File: src/design/assert_macros.svh
// assertion macros shared by the echo reply builder modules
`ifndef ASSERT_MACROS_SVH
`define ASSERT_MACROS_SVH

// property that must hold at every clock edge out of reset
`define ASSERT_AT(label, clk, rst_n, prop) \
    label: assert property (@(posedge clk) disable iff (!rst_n) (prop)) \
        else $error("assertion failed");

// consequent must hold in the cycle after the antecedent
`define ASSERT_NEXT(label, clk, rst_n, ante, cons) \
    label: assert property (@(posedge clk) disable iff (!rst_n) (ante) |=> (cons)) \
        else $error("assertion failed");

`endif

File: src/design/iceb_pkg.sv
// types and constants of the icmp echo reply builder
`timescale 1ns / 1ps

package iceb_pkg;

    typedef enum logic [2:0] {
        CLASS_NOT_IP    = 3'd0,
        CLASS_TCP       = 3'd1,
        CLASS_UDP       = 3'd2,
        CLASS_ICMP      = 3'd3,
        CLASS_OTHER_IP  = 3'd4,
        CLASS_TRUNCATED = 3'd5
    } frame_class_t;

    localparam logic REG_TTL    = 1'b0;
    localparam logic REG_ENABLE = 1'b1;

    localparam logic [15:0] ETHERTYPE_IPV4    = 16'h0800;
    localparam logic [7:0]  PROTO_ICMP        = 8'd1;
    localparam logic [7:0]  PROTO_TCP         = 8'd6;
    localparam logic [7:0]  PROTO_UDP         = 8'd17;
    localparam logic [7:0]  ICMP_ECHO_REQUEST = 8'd8;
    localparam logic [3:0]  MIN_HEADER_WORDS  = 4'd5;
    localparam logic [15:0] REPLY_LENGTH      = 16'd28;
    localparam logic [7:0]  TTL_RESET         = 8'd20;

    localparam int QUEUE_DEPTH = 4;
    localparam int QUEUE_AW    = $clog2(QUEUE_DEPTH);

    typedef struct packed {
        frame_class_t frame_class;
        logic         reply_valid;
        logic [31:0]  source_ip;
        logic [31:0]  dest_ip;
        logic [15:0]  ident;
        logic [15:0]  sequence_num;
    } frame_rec_t;

    typedef struct packed {
        logic       empty;
        logic       full;
    } queue_status_t;

endpackage

File: src/design/icmp_echo_reply_builder.sv
// top level of the icmp echo reply builder
`timescale 1ns / 1ps
// Usage:
// Frame bytes enter on data_byte with last_byte marking the final byte of a
// frame. A beat is taken when push is high and full is low; one byte per
// cycle is sustained while the result queue has room.
// Every frame yields exactly one result on the output queue: frame_class,
// and for an icmp echo request (with reply_enable set) the reply fields.
// Reply fields read zero when reply_valid is low.
// A result is on the outputs while empty is low and is taken by pop. The
// first result passes the queue write, the queue read and the result
// register after its last byte is taken. One result per cycle can drain
// while pop is high. A stalled receiver fills a four-entry record queue;
// full then rises and holds off input beats until results are popped.
// Registers reply_ttl (index 0) and reply_enable (index 1) are written by
// cfg_write_en, cfg_index and cfg_data; the user writes them only while no
// frame is in flight; the block does not enforce it. Reset clears the parser
// and queue, empties the result register, sets reply_ttl 20, reply_enable 1.

module icmp_echo_reply_builder import iceb_pkg::*; #(
    parameter int MAC_HEADER_BYTES = 14
) (
    input  logic        clk,
    input  logic        rst_n,
    input  logic        push,
    output logic        full,
    input  logic [7:0]  data_byte,
    input  logic        last_byte,
    output logic        empty,
    input  logic        pop,
    output logic [2:0]  frame_class,
    output logic        reply_valid,
    output logic [31:0] reply_source_ip,
    output logic [31:0] reply_dest_ip,
    output logic [15:0] echo_ident,
    output logic [15:0] echo_sequence,
    output logic [15:0] reply_checksum,
    output logic [7:0]  reply_time_to_live,
    output logic [15:0] reply_total_length,
    input  logic        cfg_write_en,
    input  logic        cfg_index,
    input  logic [7:0]  cfg_data
);

    logic [7:0]    ttl_reg;
    logic          enable_reg;
    logic          beat_in;
    logic          rec_write;
    frame_rec_t    rec;
    frame_rec_t    q_data;
    logic          q_rd;
    queue_status_t q_status;

    always_ff @(posedge clk or negedge rst_n)
    begin
        if (!rst_n)
        begin
            ttl_reg    <= TTL_RESET;
            enable_reg <= 1'b1;
        end
        else if (cfg_write_en)
        begin
            unique case (cfg_index)
                REG_TTL:    ttl_reg    <= cfg_data;
                REG_ENABLE: enable_reg <= cfg_data[0];
            endcase
        end
    end

    assign full    = q_status.full;
    assign beat_in = push && !q_status.full;

    iceb_front #(
        .MAC_HEADER_BYTES (MAC_HEADER_BYTES)
    ) u_front (
        .clk          (clk),
        .rst_n        (rst_n),
        .beat_in      (beat_in),
        .data_byte    (data_byte),
        .last_byte    (last_byte),
        .reply_enable (enable_reg),
        .rec_write    (rec_write),
        .rec          (rec)
    );

    iceb_queue u_queue (
        .clk     (clk),
        .rst_n   (rst_n),
        .wr_en   (rec_write),
        .wr_data (rec),
        .rd_en   (q_rd),
        .rd_data (q_data),
        .status  (q_status)
    );

    iceb_back u_back (
        .clk                (clk),
        .rst_n              (rst_n),
        .q_status           (q_status),
        .q_data             (q_data),
        .q_rd               (q_rd),
        .reply_ttl          (ttl_reg),
        .pop                (pop),
        .empty              (empty),
        .frame_class        (frame_class),
        .reply_valid        (reply_valid),
        .reply_source_ip    (reply_source_ip),
        .reply_dest_ip      (reply_dest_ip),
        .echo_ident         (echo_ident),
        .echo_sequence      (echo_sequence),
        .reply_checksum     (reply_checksum),
        .reply_time_to_live (reply_time_to_live),
        .reply_total_length (reply_total_length)
    );

endmodule

File: src/design/iceb_front.sv
// frame parser: byte offset tracking, field capture and classification
`timescale 1ns / 1ps
`include "assert_macros.svh"

module iceb_front import iceb_pkg::*; #(
    parameter int MAC_HEADER_BYTES = 14
) (
    input  logic       clk,
    input  logic       rst_n,
    input  logic       beat_in,
    input  logic [7:0] data_byte,
    input  logic       last_byte,
    input  logic       reply_enable,
    output logic       rec_write,
    output frame_rec_t rec
);

    localparam int OFF_W = $clog2(MAC_HEADER_BYTES + 69);
    localparam logic [OFF_W-1:0] M         = OFF_W'(MAC_HEADER_BYTES);
    localparam logic [OFF_W-1:0] OFF_MAX   = '1;

    logic [OFF_W-1:0] offset_reg, offset_next;
    logic [15:0]      ether_reg, ether_next;
    logic [3:0]       hw_reg, hw_next;
    logic [7:0]       proto_reg, proto_next;
    logic [31:0]      src_reg, src_next;
    logic [31:0]      dst_reg, dst_next;
    logic [7:0]       type_reg, type_next;
    logic [15:0]      id_reg, id_next;
    logic [15:0]      seq_reg, seq_next;

    logic [3:0]       hw_eff;
    logic [OFF_W-1:0] ic;
    logic [OFF_W-1:0] pos;
    frame_class_t     cls;
    logic             valid;

    assign pos = offset_reg;

    // capture of this beat's byte
    always_comb
    begin
        ether_next = ether_reg;
        hw_next    = hw_reg;
        proto_next = proto_reg;
        src_next   = src_reg;
        dst_next   = dst_reg;
        type_next  = type_reg;
        id_next    = id_reg;
        seq_next   = seq_reg;
        if (pos == M - OFF_W'(2) || pos == M - OFF_W'(1))
        begin
            ether_next = {ether_reg[7:0], data_byte};
        end
        if (pos == M)
        begin
            hw_next = data_byte[3:0];
        end
        if (pos == M + OFF_W'(9))
        begin
            proto_next = data_byte;
        end
        if (pos >= M + OFF_W'(12) && pos < M + OFF_W'(16))
        begin
            src_next = {src_reg[23:0], data_byte};
        end
        if (pos >= M + OFF_W'(16) && pos < M + OFF_W'(20))
        begin
            dst_next = {dst_reg[23:0], data_byte};
        end
        hw_eff = (hw_next < MIN_HEADER_WORDS) ? MIN_HEADER_WORDS : hw_next;
        ic     = M + OFF_W'({hw_eff, 2'b00});
        if (pos == ic)
        begin
            type_next = data_byte;
        end
        if (pos == ic + OFF_W'(4) || pos == ic + OFF_W'(5))
        begin
            id_next = {id_reg[7:0], data_byte};
        end
        if (pos == ic + OFF_W'(6) || pos == ic + OFF_W'(7))
        begin
            seq_next = {seq_reg[7:0], data_byte};
        end
    end

    // classification on the last beat, length = pos + 1
    always_comb
    begin
        valid = 1'b0;
        if (pos < M - OFF_W'(1))
        begin
            cls = CLASS_TRUNCATED;
        end
        else if (ether_next != ETHERTYPE_IPV4)
        begin
            cls = CLASS_NOT_IP;
        end
        else if (pos < M + OFF_W'(19))
        begin
            cls = CLASS_TRUNCATED;
        end
        else if (proto_next == PROTO_TCP)
        begin
            cls = CLASS_TCP;
        end
        else if (proto_next == PROTO_UDP)
        begin
            cls = CLASS_UDP;
        end
        else if (proto_next == PROTO_ICMP)
        begin
            if (pos < ic + OFF_W'(7))
            begin
                cls = CLASS_TRUNCATED;
            end
            else
            begin
                cls   = CLASS_ICMP;
                valid = (type_next == ICMP_ECHO_REQUEST) && reply_enable;
            end
        end
        else
        begin
            cls = CLASS_OTHER_IP;
        end
    end

    assign rec_write        = beat_in && last_byte;
    assign rec.frame_class  = cls;
    assign rec.reply_valid  = valid;
    assign rec.source_ip    = src_next;
    assign rec.dest_ip      = dst_next;
    assign rec.ident        = id_next;
    assign rec.sequence_num = seq_next;

    assign offset_next = (offset_reg != OFF_MAX) ? offset_reg + OFF_W'(1) : offset_reg;

    always_ff @(posedge clk or negedge rst_n)
    begin
        if (!rst_n)
        begin
            offset_reg <= '0;
            ether_reg  <= '0;
            hw_reg     <= '0;
            proto_reg  <= '0;
            src_reg    <= '0;
            dst_reg    <= '0;
            type_reg   <= '0;
            id_reg     <= '0;
            seq_reg    <= '0;
        end
        else if (beat_in)
        begin
            if (last_byte)
            begin
                offset_reg <= '0;
                ether_reg  <= '0;
                hw_reg     <= '0;
                proto_reg  <= '0;
                src_reg    <= '0;
                dst_reg    <= '0;
                type_reg   <= '0;
                id_reg     <= '0;
                seq_reg    <= '0;
            end
            else
            begin
                offset_reg <= offset_next;
                ether_reg  <= ether_next;
                hw_reg     <= hw_next;
                proto_reg  <= proto_next;
                src_reg    <= src_next;
                dst_reg    <= dst_next;
                type_reg   <= type_next;
                id_reg     <= id_next;
                seq_reg    <= seq_next;
            end
        end
    end

    `ASSERT_NEXT(a_frame_end_clears, clk, rst_n, beat_in && last_byte, offset_reg == '0 && ether_reg == '0)

endmodule

File: src/design/iceb_queue.sv
// short record queue between parser and reply stage
`timescale 1ns / 1ps
`include "assert_macros.svh"

module iceb_queue import iceb_pkg::*; (
    input  logic          clk,
    input  logic          rst_n,
    input  logic          wr_en,
    input  frame_rec_t    wr_data,
    input  logic          rd_en,
    output frame_rec_t    rd_data,
    output queue_status_t status
);

    localparam int CNT_W = QUEUE_AW + 1;

    frame_rec_t          mem [QUEUE_DEPTH];
    logic [QUEUE_AW-1:0] wr_ptr_reg;
    logic [QUEUE_AW-1:0] rd_ptr_reg;
    logic [CNT_W-1:0]    count_reg, count_next;
    frame_rec_t          rd_data_reg;

    assign status.empty    = (count_reg == '0);
    assign status.full     = (count_reg == CNT_W'(QUEUE_DEPTH));
    assign rd_data         = rd_data_reg;

    always_comb
    begin
        count_next = count_reg;
        if (wr_en && !rd_en)
        begin
            count_next = count_reg + CNT_W'(1);
        end
        else if (rd_en && !wr_en)
        begin
            count_next = count_reg - CNT_W'(1);
        end
    end

    always_ff @(posedge clk)
    begin
        if (wr_en)
        begin
            mem[wr_ptr_reg] <= wr_data;
        end
        if (rd_en)
        begin
            rd_data_reg <= mem[rd_ptr_reg];
        end
    end

    always_ff @(posedge clk or negedge rst_n)
    begin
        if (!rst_n)
        begin
            wr_ptr_reg <= '0;
            rd_ptr_reg <= '0;
            count_reg  <= '0;
        end
        else
        begin
            if (wr_en)
            begin
                wr_ptr_reg <= wr_ptr_reg + QUEUE_AW'(1);
            end
            if (rd_en)
            begin
                rd_ptr_reg <= rd_ptr_reg + QUEUE_AW'(1);
            end
            count_reg <= count_next;
        end
    end

    `ASSERT_AT(a_count_bound, clk, rst_n, count_reg <= CNT_W'(QUEUE_DEPTH))
    `ASSERT_AT(a_no_overflow, clk, rst_n, !(wr_en && status.full))
    `ASSERT_AT(a_no_underflow, clk, rst_n, !(rd_en && status.empty))

endmodule

File: src/design/iceb_back.sv
// reply stage: queue read, checksum and result register
`timescale 1ns / 1ps
`include "assert_macros.svh"

module iceb_back import iceb_pkg::*; (
    input  logic          clk,
    input  logic          rst_n,
    input  queue_status_t q_status,
    input  frame_rec_t    q_data,
    output logic          q_rd,
    input  logic [7:0]    reply_ttl,
    input  logic          pop,
    output logic          empty,
    output logic [2:0]    frame_class,
    output logic          reply_valid,
    output logic [31:0]   reply_source_ip,
    output logic [31:0]   reply_dest_ip,
    output logic [15:0]   echo_ident,
    output logic [15:0]   echo_sequence,
    output logic [15:0]   reply_checksum,
    output logic [7:0]    reply_time_to_live,
    output logic [15:0]   reply_total_length
);

    logic        pend_reg, pend_next;
    logic        out_valid_reg;
    logic        consume;
    logic [16:0] raw_sum;
    logic [15:0] folded;

    logic [2:0]  class_reg;
    logic        rvalid_reg;
    logic [31:0] src_reg;
    logic [31:0] dst_reg;
    logic [15:0] id_reg;
    logic [15:0] seq_reg;
    logic [15:0] csum_reg;
    logic [7:0]  ttl_reg;
    logic [15:0] len_reg;

    assign consume = pend_reg && (!out_valid_reg || pop);
    assign q_rd    = !q_status.empty && (!pend_reg || consume);

    always_comb
    begin
        pend_next = pend_reg;
        if (q_rd)
        begin
            pend_next = 1'b1;
        end
        else if (consume)
        begin
            pend_next = 1'b0;
        end
    end

    // end-around carry of id + seq, a second fold cannot carry
    assign raw_sum = {1'b0, q_data.ident} + {1'b0, q_data.sequence_num};
    assign folded  = raw_sum[15:0] + {15'd0, raw_sum[16]};

    always_ff @(posedge clk or negedge rst_n)
    begin
        if (!rst_n)
        begin
            pend_reg      <= 1'b0;
            out_valid_reg <= 1'b0;
        end
        else
        begin
            pend_reg <= pend_next;
            if (consume)
            begin
                out_valid_reg <= 1'b1;
            end
            else if (pop)
            begin
                out_valid_reg <= 1'b0;
            end
        end
    end

    always_ff @(posedge clk)
    begin
        if (consume)
        begin
            class_reg  <= q_data.frame_class;
            rvalid_reg <= q_data.reply_valid;
            if (q_data.reply_valid)
            begin
                src_reg  <= q_data.dest_ip;
                dst_reg  <= q_data.source_ip;
                id_reg   <= q_data.ident;
                seq_reg  <= q_data.sequence_num;
                csum_reg <= ~folded;
                ttl_reg  <= reply_ttl;
                len_reg  <= REPLY_LENGTH;
            end
            else
            begin
                src_reg  <= '0;
                dst_reg  <= '0;
                id_reg   <= '0;
                seq_reg  <= '0;
                csum_reg <= '0;
                ttl_reg  <= '0;
                len_reg  <= '0;
            end
        end
    end

    assign empty              = !out_valid_reg;
    assign frame_class        = class_reg;
    assign reply_valid        = rvalid_reg;
    assign reply_source_ip    = src_reg;
    assign reply_dest_ip      = dst_reg;
    assign echo_ident         = id_reg;
    assign echo_sequence      = seq_reg;
    assign reply_checksum     = csum_reg;
    assign reply_time_to_live = ttl_reg;
    assign reply_total_length = len_reg;

    `ASSERT_NEXT(a_pending_held, clk, rst_n, pend_reg && !consume, pend_reg && $stable(q_data))
    `ASSERT_NEXT(a_stalled_result_held, clk, rst_n, out_valid_reg && !pop, out_valid_reg && $stable(class_reg))

endmodule

File: config.mk
export PLATFORM = sky130hd
export DESIGN_NAME = icmp_echo_reply_builder
export DESIGN_NICKNAME = d
export VERILOG_FILES = /design/src/design/iceb_pkg.sv /design/src/design/icmp_echo_reply_builder.sv /design/src/design/iceb_front.sv /design/src/design/iceb_queue.sv /design/src/design/iceb_back.sv
export VERILOG_INCLUDE_DIRS = /design/src /design/src/design
export SDC_FILE = /design/constraint.sdc
export NUM_CORES = 1
export LEC_CHECK = 0
export BUFFER_PORTS_ARGS = -buffer_cell sky130_fd_sc_hd__buf_4
export CAP_MARGIN = 20
export CELL_PAD_IN_SITES_DETAIL_PLACEMENT = 1
export CELL_PAD_IN_SITES_GLOBAL_PLACEMENT = 1
export CORE_MARGIN = 5
export CORE_UTILIZATION = 35
export CTS_CLUSTER_DIAMETER = 80
export DETAILED_ROUTE_END_ITERATION = 16
export PLACE_DENSITY = 0.62
export SKIP_CTS_REPAIR_TIMING = 1
export SYNTH_ARGS = -nofsm -noshare
export SYNTH_HDL_FRONTEND = slang
export SYNTH_SLANG_ARGS = --single-unit
File: constraint.sdc
create_clock -name clk -period 8.4 [get_ports clk]
set_input_delay 2.52 -clock clk [delete_from_list [all_inputs] [get_ports clk]]
set_output_delay 2.52 -clock clk [all_outputs]
set_load 0.02 [all_outputs]
==> impl_metrics.json <==
{
  "status": "finished, final reports clean",
  "clockBufferDepth": 3,
  "start_kind": "primary input",
  "ys_types": 78,
  "worst_skew_pair.late_latency_ns": 0.64,
  "gp_congestion": 0.7885,
  "setup_viol": 0,
  "wirelength_mm": 73.48,
  "die_h_um": 310.4,
  "grt_overflow_total": 0,
  "io_pins": 165,
  "rows": 110,
  "cp.required_ns": 8.91,
  "yosysSeqAreaShare": 0.7180,
  "grt_pass1_wl_mm": 112.4,
  "synth_area_leaders": "edfxtp_1 59%, dfrtp_1 12%, mux4_2 7.1%",
  "seq_area_um2": 22680,
  "ys_warn_count": 0,
  "vias": 16440,
  "die_area_um2": 96330,
  "drc": 0,
  "clock_skew_ns": 0.02673,
  "synth_top_area_share": 0.5934,
  "rsz0062_at_grt": "false",
  "fillCellCount": 8757,
  "hold_class": "flop to flop",
  "synthTopCellsByCount": "624 x edfxtp_1, 154 x dfrtp_1, 118 x and2_1",
  "core_area_um2": 89740,
  "cts_buffers": 82,
  "grt_max_degree": 81,
  "maxCapViolCount": 0,
  "multiInputGateArea_um2": 8376,
  "finalSetupTns_ns": 0,
  "port_buffers": 151,
  "avgSynthCellArea_um2": 17.61,
  "p_leak_nw": 13.54,
  "clock-sinks": 781,
  "path_max_fanout": 16,
  "drt-vias-per-instance": 5.150,
  "area_growth_pct": 16.34,
  "wl_per_cell_um": 23.02,
  "drt_iter0_drc": 1168,
  "pwr_density_cell_nw_per_um2": 353.5,
  "nNetsFinal": 2008,
  "cts_tree": "built",
  "drive_gt1_frac": 0.2644,
  "first_global_vias": 18060,
  "tightest_slew_ns": 1.099,
  "cp-end-kind": "flop",
  "largest_reg_flops": 400,
  "syn_area_um2": 31580,
  "yosysMostFrequentCell": "edfxtp_1",
  "peakVddDrop_uv": 124.7,
  "min_period_over_period": 0.6808,
  "grt_usage": 0.1525,
  "synth-edff-count": 624,
  "initial_utilization": 0.3519,
  "maxSlewViolCount": 0,
  "dieWidth_um": 310.4,
  "dp_cells": 3039,
  "h-tree-depth": 3,
  "ys_seq_elements": 781,
  "ant_nets": 0,
  "clk_pin_slew_worst_paths_ns": 0.06,
  "async_flop_share": 0.2010,
  "crit_arrival_ns": 6.23,
  "instances_no_fill": 3192,
  "drt_pass1_iterations": 5,
  "relSlewSlack": 0.2666,
  "place_hpwl_mm": 43.40,
  "antenna_cells": 0,
  "postSynthCellCount": 1793,
  "finalHoldViolCount": 0,
  "r2r_slack_ns": 3.27,
  "post-route-min-period_ns": 5.719,
  "root_buffer": "clkbuf_16",
  "fmax_ghz": 0.1749,
  "worstSetupPathType": "primary input to flop",
  "yosysTopAreaCell": "edfxtp_1",
  "synth_ff_type": "edfxtp_1",
  "antenna_found_initial": 5
}
-- cell usage in the layout (no fill, tap or decap), drive strengths merged, types with 20 or more instances in the layout --
cell type / count
a22o: 80
mux4: 100
nand2: 65
a22oi: 25
clkinv: 23
ha: 35
inv: 23
xnor2: 25
nor2: 35
buf: 174
o21ai: 46
nand3b: 26
and2: 118
dfrtp: 154
edfxtp: 624
a21oi: 20
mux2: 107
clkbuf: 111
-- per-stage QoR --
step	hold slack (ns)	power (mW)	util	setup WS [ns]	cell area [um^2]
global route	0.4391	13.70	0.4094	2.480	36740
finish	0.4218	12.99	0.4094	2.681	36740
floorplan	0.4003	8.061	-	1.746	31630
CTS	0.4229	13.23	0.4092	2.738	36720
detailed placement	0.4079	9.395	0.3778	2.043	33910
global placement	0.4134	9.292	0.3778	2.106	33910
-- path summary, 6_finish.rpt --
| path | endpoint | cells after the start | start |
|---|---|---|---|
| min | u_back.frame_class[1] | 0 | u_queue.rd_data[98] |
| min reg2reg | u_back.frame_class[1] | 0 | u_queue.rd_data[98] |
| max reg2reg | u_front.seq_reg[10] | 17 | u_front.offset_reg[0] |
| min in group asynchronous | u_front.src_reg[13] | 1 | rst_n |
| max | u_front.seq_reg[10] | 14 | data_byte[1] |
| max in group asynchronous | u_queue.rd_ptr_reg[1] | 2 | rst_n |
-- power by group --
part           internal (mW)  leakage [nW]  switching [mW]
sequential              5.24          8.11           0.470
clock                   2.26          1.38            1.52
combinational           1.48          4.06            2.01
total                   8.98          13.5            4.00
-- logic make-up after synthesis --
family,synth area share
AND/OR/NAND/NOR,0.06162
buffers and inverters,0.01997
flip-flops,0.7180
adder cells (fa/ha/maj),0.01514
other,0.0001188
multiplexers,0.1152
AO/OA/AOI/OAI,0.05952
XOR/XNOR,0.01050
-- metal layers --
| metal | vias up | global-route usage | share of wire |
|---|---|---|---|
| met5 | - | 0 | 0 |
| met2 | 318 | 0.2645 | 0.50 |
| met4 | 0 | 0.05114 | 0.027 |
| met3 | 96 | 0.02546 | 0.043 |
| li1 | 7282 | - | - |
| met1 | 8742 | 0.1961 | 0.43 |
-- critical path, cell delays in order --
cell	delay, ns
buf_4	0.18
mux2i_1	0.30
nor2_1	0.08
o21ai_0	0.24
inv_1	0.08
ha_1	0.28
xor2_1	0.20
ha_1	0.21
xnor2_1	0.16
ha_1	0.31
a22oi_1	0.11
nor2_2	0.83
mux2_2	0.47
a22o_1	0.21
-- final cells by class --
type / instances / area share
clock buffers: 110 / 0.06209
clock inverters: 42 / 0.01461
inverters: 19 / 0.001941
multi-input cells: 889 / 0.2280
flip-flops and latches: 781 / 0.6173
well taps: 1176 / 0.04005
repair buffers: 175 / 0.03603
Power figures use the tool's default switching activity.
